$ cat config.mk
export PLATFORM = sky130hd
export DESIGN_NAME = rpd_div
export DESIGN_NICKNAME = d
export VERILOG_FILES = /design/src/rtl/core/rpd_pkg.sv /design/src/rtl/core/rpd_div.sv
export SDC_FILE = /design/constraint.sdc
export NUM_CORES = 1
export LEC_CHECK = 0
export BUFFER_PORTS_ARGS = -buffer_cell sky130_fd_sc_hd__buf_4
export CORE_AREA = 2 2 115 145
export CTS_CLUSTER_DIAMETER = 100
export DETAILED_ROUTE_END_ITERATION = 8
export DIE_AREA = 0 0 117 147
export SLEW_MARGIN = 15
export SYNTH_ARGS = -nofsm -noshare
export SYNTH_HDL_FRONTEND = slang
export SYNTH_SLANG_ARGS = --single-unit
export TNS_END_PERCENT = 1
$ cat constraint.sdc
create_clock -name clock -period 7.2 [get_ports clock]
set_input_delay 1.44 -clock clock [delete_from_list [all_inputs] [get_ports clock]]
set_output_delay 1.44 -clock clock [all_outputs]
set_load 0.005 [all_outputs]
$ cat src/rtl/core/rpd_pkg.sv
`timescale 1ns / 1ps
`default_nettype none

package rpd_pkg;

   // command codes
   localparam logic [2:0] CMD_FILL = 3'd0;
   localparam logic [2:0] CMD_RECT = 3'd1;
   localparam logic [2:0] CMD_DISC = 3'd2;
   localparam logic [2:0] CMD_LINE = 3'd3;
   localparam logic [2:0] CMD_READ = 3'd4;

   // register indexes
   localparam int CSR_IDX_W = 4;
   localparam logic [CSR_IDX_W-1:0] CSR_CANVAS_WIDTH  = 4'd0;
   localparam logic [CSR_IDX_W-1:0] CSR_CANVAS_HEIGHT = 4'd1;
   localparam int CSR_DATA_W = 9;
   localparam logic [CSR_DATA_W-1:0] CSR_SIZE_RESET = 9'd256;

   // internal widths
   localparam int FLD_W  = 12;   // width of coordinate fields
   localparam int CRD_W  = 16;   // clipped box coordinates and multiplier operands
   localparam int PROD_W = 32;   // multiplier product, divider dividend
   localparam int DEN_W  = 16;   // divider divisor
   localparam int LY_W   = 28;   // unclipped line rows
   localparam int SQ_W   = 25;   // squared distances

   typedef struct packed {
      logic [2:0]              command;
      logic signed [FLD_W-1:0] point_x;
      logic signed [FLD_W-1:0] point_y;
      logic signed [FLD_W-1:0] end_x;
      logic signed [FLD_W-1:0] end_y;
      logic [FLD_W-1:0]        rect_width;
      logic [FLD_W-1:0]        rect_height;
      logic signed [FLD_W-1:0] radius;
      logic [23:0]             color;
   } req_type;

   typedef struct packed {
      logic [7:0] first_byte;
      logic [7:0] second_byte;
      logic [7:0] third_byte;
      logic       is_read_data;
   } rsp_type;

endpackage

`default_nettype wire

$ cat src/rtl/core/rpd_div.sv
`timescale 1ns / 1ps
`default_nettype none

module rpd_div
   import rpd_pkg::*;
(
   input  wire logic                     clock,
   input  wire logic                     reset,
   input  wire logic                     start,
   input  wire logic signed [PROD_W-1:0] dividend,
   input  wire logic signed [DEN_W-1:0]  divisor,
   output logic                          done,
   output logic signed [PROD_W-1:0]      quotient
);

   localparam int CNT_W = $clog2(PROD_W + 1);

   logic [PROD_W-1:0] quo_ff;
   logic [DEN_W-1:0]  rem_ff;
   logic [DEN_W-1:0]  den_ff;
   logic              neg_ff;
   logic [CNT_W-1:0]  cnt_ff;
   logic              done_ff;
   logic [DEN_W:0]    shift_rem;
   logic              fits;

   // one quotient bit per cycle
   assign shift_rem = {rem_ff, quo_ff[PROD_W-1]};
   assign fits      = shift_rem >= {1'b0, den_ff};

   always_ff @(posedge clock) begin
      if (reset) begin
         cnt_ff  <= '0;
         done_ff <= 1'b0;
      end else begin
         done_ff <= 1'b0;
         if (start) begin
            quo_ff <= dividend[PROD_W-1] ? PROD_W'(-dividend) : PROD_W'(dividend);
            den_ff <= divisor[DEN_W-1] ? DEN_W'(-divisor) : DEN_W'(divisor);
            neg_ff <= dividend[PROD_W-1] ^ divisor[DEN_W-1];
            rem_ff <= '0;
            cnt_ff <= CNT_W'(PROD_W);
         end else if (cnt_ff != '0) begin
            rem_ff <= fits ? DEN_W'(shift_rem - {1'b0, den_ff}) : DEN_W'(shift_rem);
            quo_ff <= {quo_ff[PROD_W-2:0], fits};
            cnt_ff <= cnt_ff - 1'b1;
            if (cnt_ff == CNT_W'(1)) begin
               done_ff <= 1'b1;
            end
         end
      end
   end

   // truncate toward zero: divide magnitudes, then apply the sign
   assign done     = done_ff;
   assign quotient = neg_ff ? -$signed(quo_ff) : $signed(quo_ff);

endmodule

`default_nettype wire

=== Yosys cells after proc, flatten, opt, wreduce, memory -nomap -nowiden ===
Cells that the tools add are included.

* Equality and inequality tests: 1
* Reduce and logical (&&, ||, !) cells: 6
* $add $sub $neg: 5
* Bitwise logic cells: 3
* Order comparisons: 1
* Mux-type cells: 10

{| class="wikitable"
|+ Operators with widths
! operator !! count
|-
| $mux 32 || 4
|-
| $neg 32->32 || 2
|-
| $mux 16 || 2
|-
| $ge 17x16->1 || 1
|-
| $neg 16->16 || 1
|-
| $sub 16x16->16 || 1
|-
| $mux 15 || 1
|-
| $mux 6 || 2
|-
| $eq 6x1->1 const B || 1
|-
| $reduce_bool 6->1 || 1
|-
| $sub 6x1->6 const B || 1
|-
| $reduce_and 2->1 || 2
|-
| $reduce_or 3->1 || 1
|-
| $not 1->1 || 2
|-
| $reduce_bool 2->1 || 1
|-
| $reduce_or 2->1 || 1
|-
| $mux 1 || 1
|-
| $xor 1x1->1 || 1
|}

* Bits in registers: 72
* Word-level logic and storage cells: 34
* Output and inout port bits: 33

=== Logic depth before layout (Yosys ltp) ===
Gate-level depths: netlist of the first run.

* Depth in word-level cells: 3
* Gate-level depth with buffers: 10
* Depth with buffers taken out: 9

=== Worst setup path before layout of the first run ===
OpenSTA, ideal clock, no wires.

* Kind: input-to-reg
* Start point: in start
* End point: reg quo_ff[0] (enable)
* Cell stages on the path: 3
* Arrival: 3.804 ns
* Setup time: 0.454 ns
* Path slack: 2.942 ns
* Buffers on the path: 1
* Path through: clkbuf_1 -> nor2_1 -> nor2_1

* Word-level cells in the longest chain between the ends: 2

{| class="wikitable"
|+ RTL lines
! element !! line !! text
|-
| start, declared || rpd_div.sv:9 || <nowiki>input wire logic start,</nowiki>
|-
| $reduce_bool 2->1 (no source line) || n/a ||
|-
| $reduce_and 2->1 (no source line) || n/a ||
|-
| end signal, assigned || rpd_div.sv:38 || <nowiki>quo_ff <= dividend[PROD_W-1] ? PROD_W'(-dividend) : PROD_W'(dividend);</nowiki>
|-
| end signal, assigned || rpd_div.sv:45 || <nowiki>quo_ff <= {quo_ff[PROD_W-2:0], fits};</nowiki>
|-
| end, declared || rpd_div.sv:18 || <nowiki>logic [PROD_W-1:0] quo_ff;</nowiki>
|}

Every way passes these cells.
A chain may end at the register's enable or synchronous reset.

=== Worst setup path after layout of the first run ===
* Start point: reg quo_ff[5]
* End point: out quotient[31]

* Word-level cells in the longest chain between the ends: 2

{| class="wikitable"
|+ RTL lines
! element !! line !! text
|-
| $neg 32->32 || rpd_div.sv:56 || <nowiki>assign quotient = neg_ff ? -$signed(quo_ff) : $signed(quo_ff);</nowiki>
|-
| $mux 32 || rpd_div.sv:56 ||
|-
| end, declared || rpd_div.sv:13 || <nowiki>output logic signed [PROD_W-1:0] quotient</nowiki>
|}

Every way passes these cells.

==> out/metrics.cfg, run 1 <==
[pwr]
power.density_nw_per_um2 = 293
vdd_drop_max_mv = 0.103
leakagePower_nw = 2.52

[cells_and_area]
stdcell_count = 896
syn2layout_area_growth_pct = 20.7
final.fill_count = 1551
drive_above_1_share = 0.178
nNetsFinal = 748
num_antenna_cells = 0

[synthesis]
synth_seq_area_share = 0.384
syn-num-nets = 676
syn_area_um2 = 5450
synth_edf_count = 65
synth_top_area_share = 0.358
synthMuxAreaShare = 0.00964
yosysWarnings = 0
ys.flop_type = edfxtp_1
ys_seq_elements = 72
synth_cell_type_count = 54
ys_top_cells_by_area = edfxtp_1 (36%), xnor2_1 (7.6%), xor2_1 (5.9%), a21oi_1 (5.0%), ha_1 (4.8%)
synth-simple-area-share = 0.179
synth_top_family_by_area = compound AO/OA/AOI/OAI gates
synth-compound-area-share = 0.199
synthCells = 603
synth_xor_area_frac = 0.135
yosysTopAreaCell = edfxtp_1
avgSynthCellArea_um2 = 9.04
synth_fa_ha_area_frac = 0.0519
synthArstFlopShare = 0

[worst_setup_path]
end_kind = output pin
required_ns = 5.76
setup.worst_path.start_class = flip-flop
setup.worst_path.class = flip-flop to output pin
path_max_fanout = 5
cp.arrival_ns = 3.13

[floorplanning]
rows = 52
ios = 84
dieArea_um2 = 17200
initial_utilization = 0.342
core_area_um2 = 15900
die_w_um = 117
fp.dieH_um = 147

[worst_hold_path]
hold_path_class = flip-flop to flip-flop

[route]
drc = 0
routed_wl_um = 14200
vias = 4798
drtIter0Drc = 351
antenna_left = 0
via_per_inst = 5.35
wl_per_cell_um = 15.8
dr.pass1.iters = 5

[global_route]
antenna_found_initial = 0
grt_pass1_wl_um = 23100
grt_usage = 0.169
grt_pass1_vias = 4740
grt-ovfl-total = 0
grt_max_degree = 84

[timing]
hold_violations = 0
clock.fmax_mhz = 219
worst_slew_pin_slew_ns = 0.837
slew_violations = 0
setup_viol = 0
setup_tns_ns = 0
finClkSkew_ns = 0.0107
period_share = 0.634
max-slew-margin-rel = 0.442
rsz0062_at_grt = no
period_minus_slack_ns = 4.57

[job]
max_cap_viol_count = 0

[cts]
cts_tree = built
cts_hold_buffers = 0
clockRootBuffer = clkbuf_16
cts.htree.levels = 3
cts-buffers-inserted = 9
path_clk_slew_ns = 0.06
post_cts_resized = 0
clk_latency_ns = 0.33
post-cts-setup-buffer-count = 0
clock_sinks = 72
cts.path.max_buffers = 2

[placement]
dp_cells = 879
hpwl_um = 10700
port-buffer-count = 83
globalplace.congestion = 0.885

[outcome]
status = finished clean

power by group:
part	leakage, nW	switching [mW]	internal (mW)
registers	0.679	0.0971	0.592
clock network	0.142	0.167	0.267
logic	1.70	0.446	0.358
metal layers:
layer | global-route usage | wire (um) | up-vias
met5 | 0 | 0 | -
met4 | 0.0682 | 363 | 0
met3 | 0.0281 | 836 | 26
met2 | 0.290 | 6960 | 154
met1 | 0.208 | 6020 | 2259
li1 | - | - | 2359
area by class of cell:
cell class                      instances  area, um^2  area share
Sequential cell                        72        2090       0.318
Timing Repair Buffer                   87         661       0.100
Multi-Input combinational cell        472        3140       0.477
Clock inverter                          6        61.3     0.00932
Inverter                               33         124      0.0188
Clock buffer                           10         229      0.0348
Tap cell                              216         270      0.0411
critical path: stages (launching register included):
cell	delay, ns
edfxtp_1	0.45
or4_4	0.57
nor4_1	0.56
nand3_1	0.22
or3_4	0.44
o41ai_4	0.23
xnor2_1	0.17
buf_4	0.14
cell usage after synthesis (6+ instances only):
| library cell | instances |
|---|---|
| o31ai_1 | 20 |
| ha_1 | 21 |
| a21o_1 | 7 |
| clkbuf_1 | 21 |
| o211ai_1 | 6 |
| xor2_1 | 37 |
| a211oi_1 | 6 |
| nor2_1 | 57 |
| nand3_1 | 22 |
| nand2_1 | 52 |
| or4_1 | 7 |
| xnor2_1 | 47 |
| inv_1 | 33 |
| a21oi_1 | 54 |
| nor3_1 | 13 |
| dfxtp_1 | 7 |
| o21ai_0 | 41 |
| or3_1 | 7 |
| edfxtp_1 | 65 |
| o41ai_1 | 10 |
per-stage QoR:
step	hold WS (ns)	worst slack (ns)	power, mW	instance area, um^2	util
after detailed placement	0.532	3.07	1.49	6270	0.393
after global routing	0.578	2.60	2.07	6580	0.413
final	0.545	2.63	1.93	6580	0.413
after global placement	0.505	3.15	1.47	6270	0.393
after CTS	0.539	2.70	1.94	6560	0.412
after floorplan	0.487	2.94	1.23	5450	-
cells by family after synthesis:
group | after synthesis
multiplexers | 5
AND/OR/NAND/NOR | 195
flip-flops | 72
XOR/XNOR | 84
adder cells (fa/ha/maj) | 22
AO/OA/AOI/OAI | 166
buffers and inverters | 59
cells in the final DEF (no fill, tap or decap), types with 6 or more instances in the layout:
master | Yosys | final
nand2_1 | 52 | 52
o41ai_1 | 10 | 10
xor2_1 | 37 | 37
a211oi_1 | 6 | 6
o31ai_1 | 20 | 20
or4_1 | 7 | 7
nand3_1 | 22 | 22
o21ai_0 | 41 | 41
or3_1 | 7 | 7
buf_4 | 1 | 86
inv_1 | 33 | 33
clkbuf_16 | 0 | 9
a21o_1 | 7 | 7
nor3_1 | 13 | 13
edfxtp_1 | 65 | 65
dfxtp_1 | 7 | 7
o211ai_1 | 6 | 6
xnor2_1 | 47 | 47
a21oi_1 | 54 | 54
ha_1 | 21 | 21
nor2_1 | 57 | 56
registers in the layout (all words and copies together), names as in the netlist:
| signal | count |
|---|---|
| rem_ff | 16 |
| done | 1 |
| neg_ff | 1 |
| den_ff | 16 |
| cnt_ff | 6 |
| quo_ff | 32 |
final timing paths:
path         startpoint      endpoint  slack [ns]  cells past startpoint
max           quo_ff[5]  quotient[31]        2.63                      7
min           cnt_ff[5]          done        0.54                      3
max reg2reg  rem_ff[13]     rem_ff[1]        4.31                      7
min reg2reg   cnt_ff[5]          done        0.54                      3
No activity file was read; power rests on OpenSTA's default activity.
==> inputs of run 2 (changes only) <==
==> constraint.sdc (replaced) <==
create_clock -name clock -period 4.4 [get_ports clock]
set_input_delay 0.88 -clock clock [delete_from_list [all_inputs] [get_ports clock]]
set_output_delay 0.88 -clock clock [all_outputs]
set_load 0.005 [all_outputs]
==> out/metrics.cfg, run 2 (synthesized netlist as in run 1, its figures left out) <==
[cells_and_area]
num_antenna_cells = 0  ; unchanged
regMostFlops = quo_ff
layout_commonest_cell = buf_4
top_regs = quo_ff x32, den_ff x16, rem_ff x16
drive_above_1_share = 0.179  ; +0.00121
syn2layout_area_growth_pct = 21.0
largest_register_ffs = 32  ; unchanged
nNetsFinal = 749  ; +0.13%
fin_area_um2 = 6590  ; +0.27%
mostFrequentLayoutCells = buf_4 (88), edfxtp_1 (65), nor2_1 (56)

[timing]
period_minus_slack_ns = 4.01
rsz0062_at_grt = no
finClkSkew_ns = 0.00751  ; -0.00323 ns
period_share = 0.911
setup_viol = 0  ; unchanged
max-slew-margin-rel = 0.241  ; -0.201
hold_violations = 0  ; unchanged
clock.fmax_mhz = 249
setup_tns_ns = 0  ; unchanged
slew_violations = 0  ; unchanged
worst_slew_pin_slew_ns = 1.14  ; +0.301 ns

[global_route]
grt_usage = 0.169  ; about the same
grt_pass1_wl_um = 22800  ; -1.1%
grt-ovfl-total = 0  ; unchanged
grt_pass1_vias = 4730  ; -0.21%
grt_max_degree = 83  ; -1.2%
antenna_found_initial = 0  ; unchanged

[cts]
post_cts_resized = 0  ; unchanged
path_clk_slew_ns = 0.06  ; about the same
clock_sinks = 72  ; unchanged
clockRootBuffer = clkbuf_16
cts_hold_buffers = 0  ; unchanged
cts.htree.levels = 3  ; unchanged
cts.path.max_buffers = 2  ; unchanged
cts-buffers-inserted = 9  ; unchanged
post-cts-setup-buffer-count = 0  ; unchanged
clk_latency_ns = 0.34  ; about the same
cts_tree = built

[worst_setup_path]
required_ns = 3.52  ; -2.24 ns
setup.worst_path.start_class = flip-flop
setup.worst_path.class = flip-flop to output pin
path_max_fanout = 5  ; unchanged
end_kind = output pin
cp.arrival_ns = 3.13  ; about the same

[worst_hold_path]
hold_path_class = flip-flop to flip-flop

[pwr]
power.total_mw = 3.19  ; +66%
leakagePower_nw = 2.53  ; +0.39%
switching_power_mw = 1.17  ; +65%
p_clk_frac = 0.235  ; +0.010
power.density_nw_per_um2 = 484  ; +65%
p_comb_frac = 0.412  ; -0.005
p_sw_frac = 0.366  ; -0.00263
seqPwrFrac = 0.353  ; -0.005
vdd_drop_max_mv = 0.181  ; +77%
p_int_mw = 2.03  ; +66%

[floorplanning]
fp.dieH_um = 147  ; unchanged
ios = 84  ; unchanged
rows = 52  ; unchanged
initial_utilization = 0.342  ; unchanged
die_w_um = 117  ; unchanged
core_area_um2 = 15900  ; unchanged
dieArea_um2 = 17200  ; unchanged

[outcome]
status = finished clean

[placement]
globalplace.congestion = 0.870  ; -1.7%
placed_area_um2 = 6290  ; +0.24%
hpwl_um = 11000  ; +2.4%
port-buffer-count = 83  ; unchanged

[route]
drc = 0  ; unchanged
vias = 4729  ; -1.4%
antenna_left = 0  ; unchanged
drtIter0Drc = 367  ; +4.6%
wl_per_cell_um = 15.8  ; about the same
routed_wl_um = 14200  ; about the same
via_per_inst = 5.27  ; -1.5%
dr.pass1.iters = 5  ; unchanged

[job]
max_cap_viol_count = 0  ; unchanged

-- run 2: cell count changes in the layout (fill, tap and decap cells not counted), sizes merged --
cell	before	now
clkbuf	10	12
clkinv	4	1
buf	87	88
inv	33	34
-- run 2: path summary, 6_finish.rpt --
check / start / endpoint / slack, ns / cells past startpoint
setup / recovery: quo_ff[5] / quotient[31] / 0.39 / 7
hold / removal: cnt_ff[1] / cnt_ff[1] / 0.53 / 2
setup reg to reg: rem_ff[13] / rem_ff[1] / 1.49 / 7
hold reg to reg: cnt_ff[1] / cnt_ff[1] / 0.53 / 2
-- run 2: metal layers --
metal	up-vias	wire length, um	track usage
li1	2346	-	-
met3	31	948	0.0301
met2	148	6990	0.288
met1	2204	5860	0.206
met4	0	393	0.0747
met5	-	0	0
-- run 2: cell type report --
type / count / area [um^2]
clock buffers: 12 / 256
clock inverters: 4 / 51.3
fillers: 1604 / 9350
inverters: 33 / 124
multi-input cells: 472 / 3140
flip-flops and latches: 72 / 2090
well taps: 216 / 270
repair buffers: 88 / 661
-- run 2: critical path, cell delays in order (launching register included) --
cell      delay [ns]
edfxtp_1        0.43
or4_4           0.57
nor4_1          0.57
nand3_1         0.23
or3_4           0.44
o41ai_4         0.25
xnor2_1         0.17
buf_4           0.14
-- run 2: metrics by stage --
stage,setup WS [ns],utilization,std cells,hold WS [ns]
2_1_floorplan,0.702,-,603,0.487
3_3_place_gp,0.895,0.394,881,0.509
3_5_place_dp,0.824,0.394,881,0.535
4_1_cts,0.439,0.414,897,0.542
5_1_grt,0.381,0.414,897,0.585
6_report,0.390,0.414,897,0.533
-- run 2: power by group through the flow --
| stage | Clock, mW | Combinational (mW) | Sequential (mW) |
|---|---|---|---|
| detailed placement | 0 | 1.31 | 1.14 |
| global route | 0.801 | 1.48 | 1.15 |
| global placement | 0 | 1.29 | 1.13 |
| CTS | 0.770 | 1.32 | 1.12 |
| floorplan | 0 | 0.923 | 1.09 |
| finish | 0.751 | 1.31 | 1.13 |
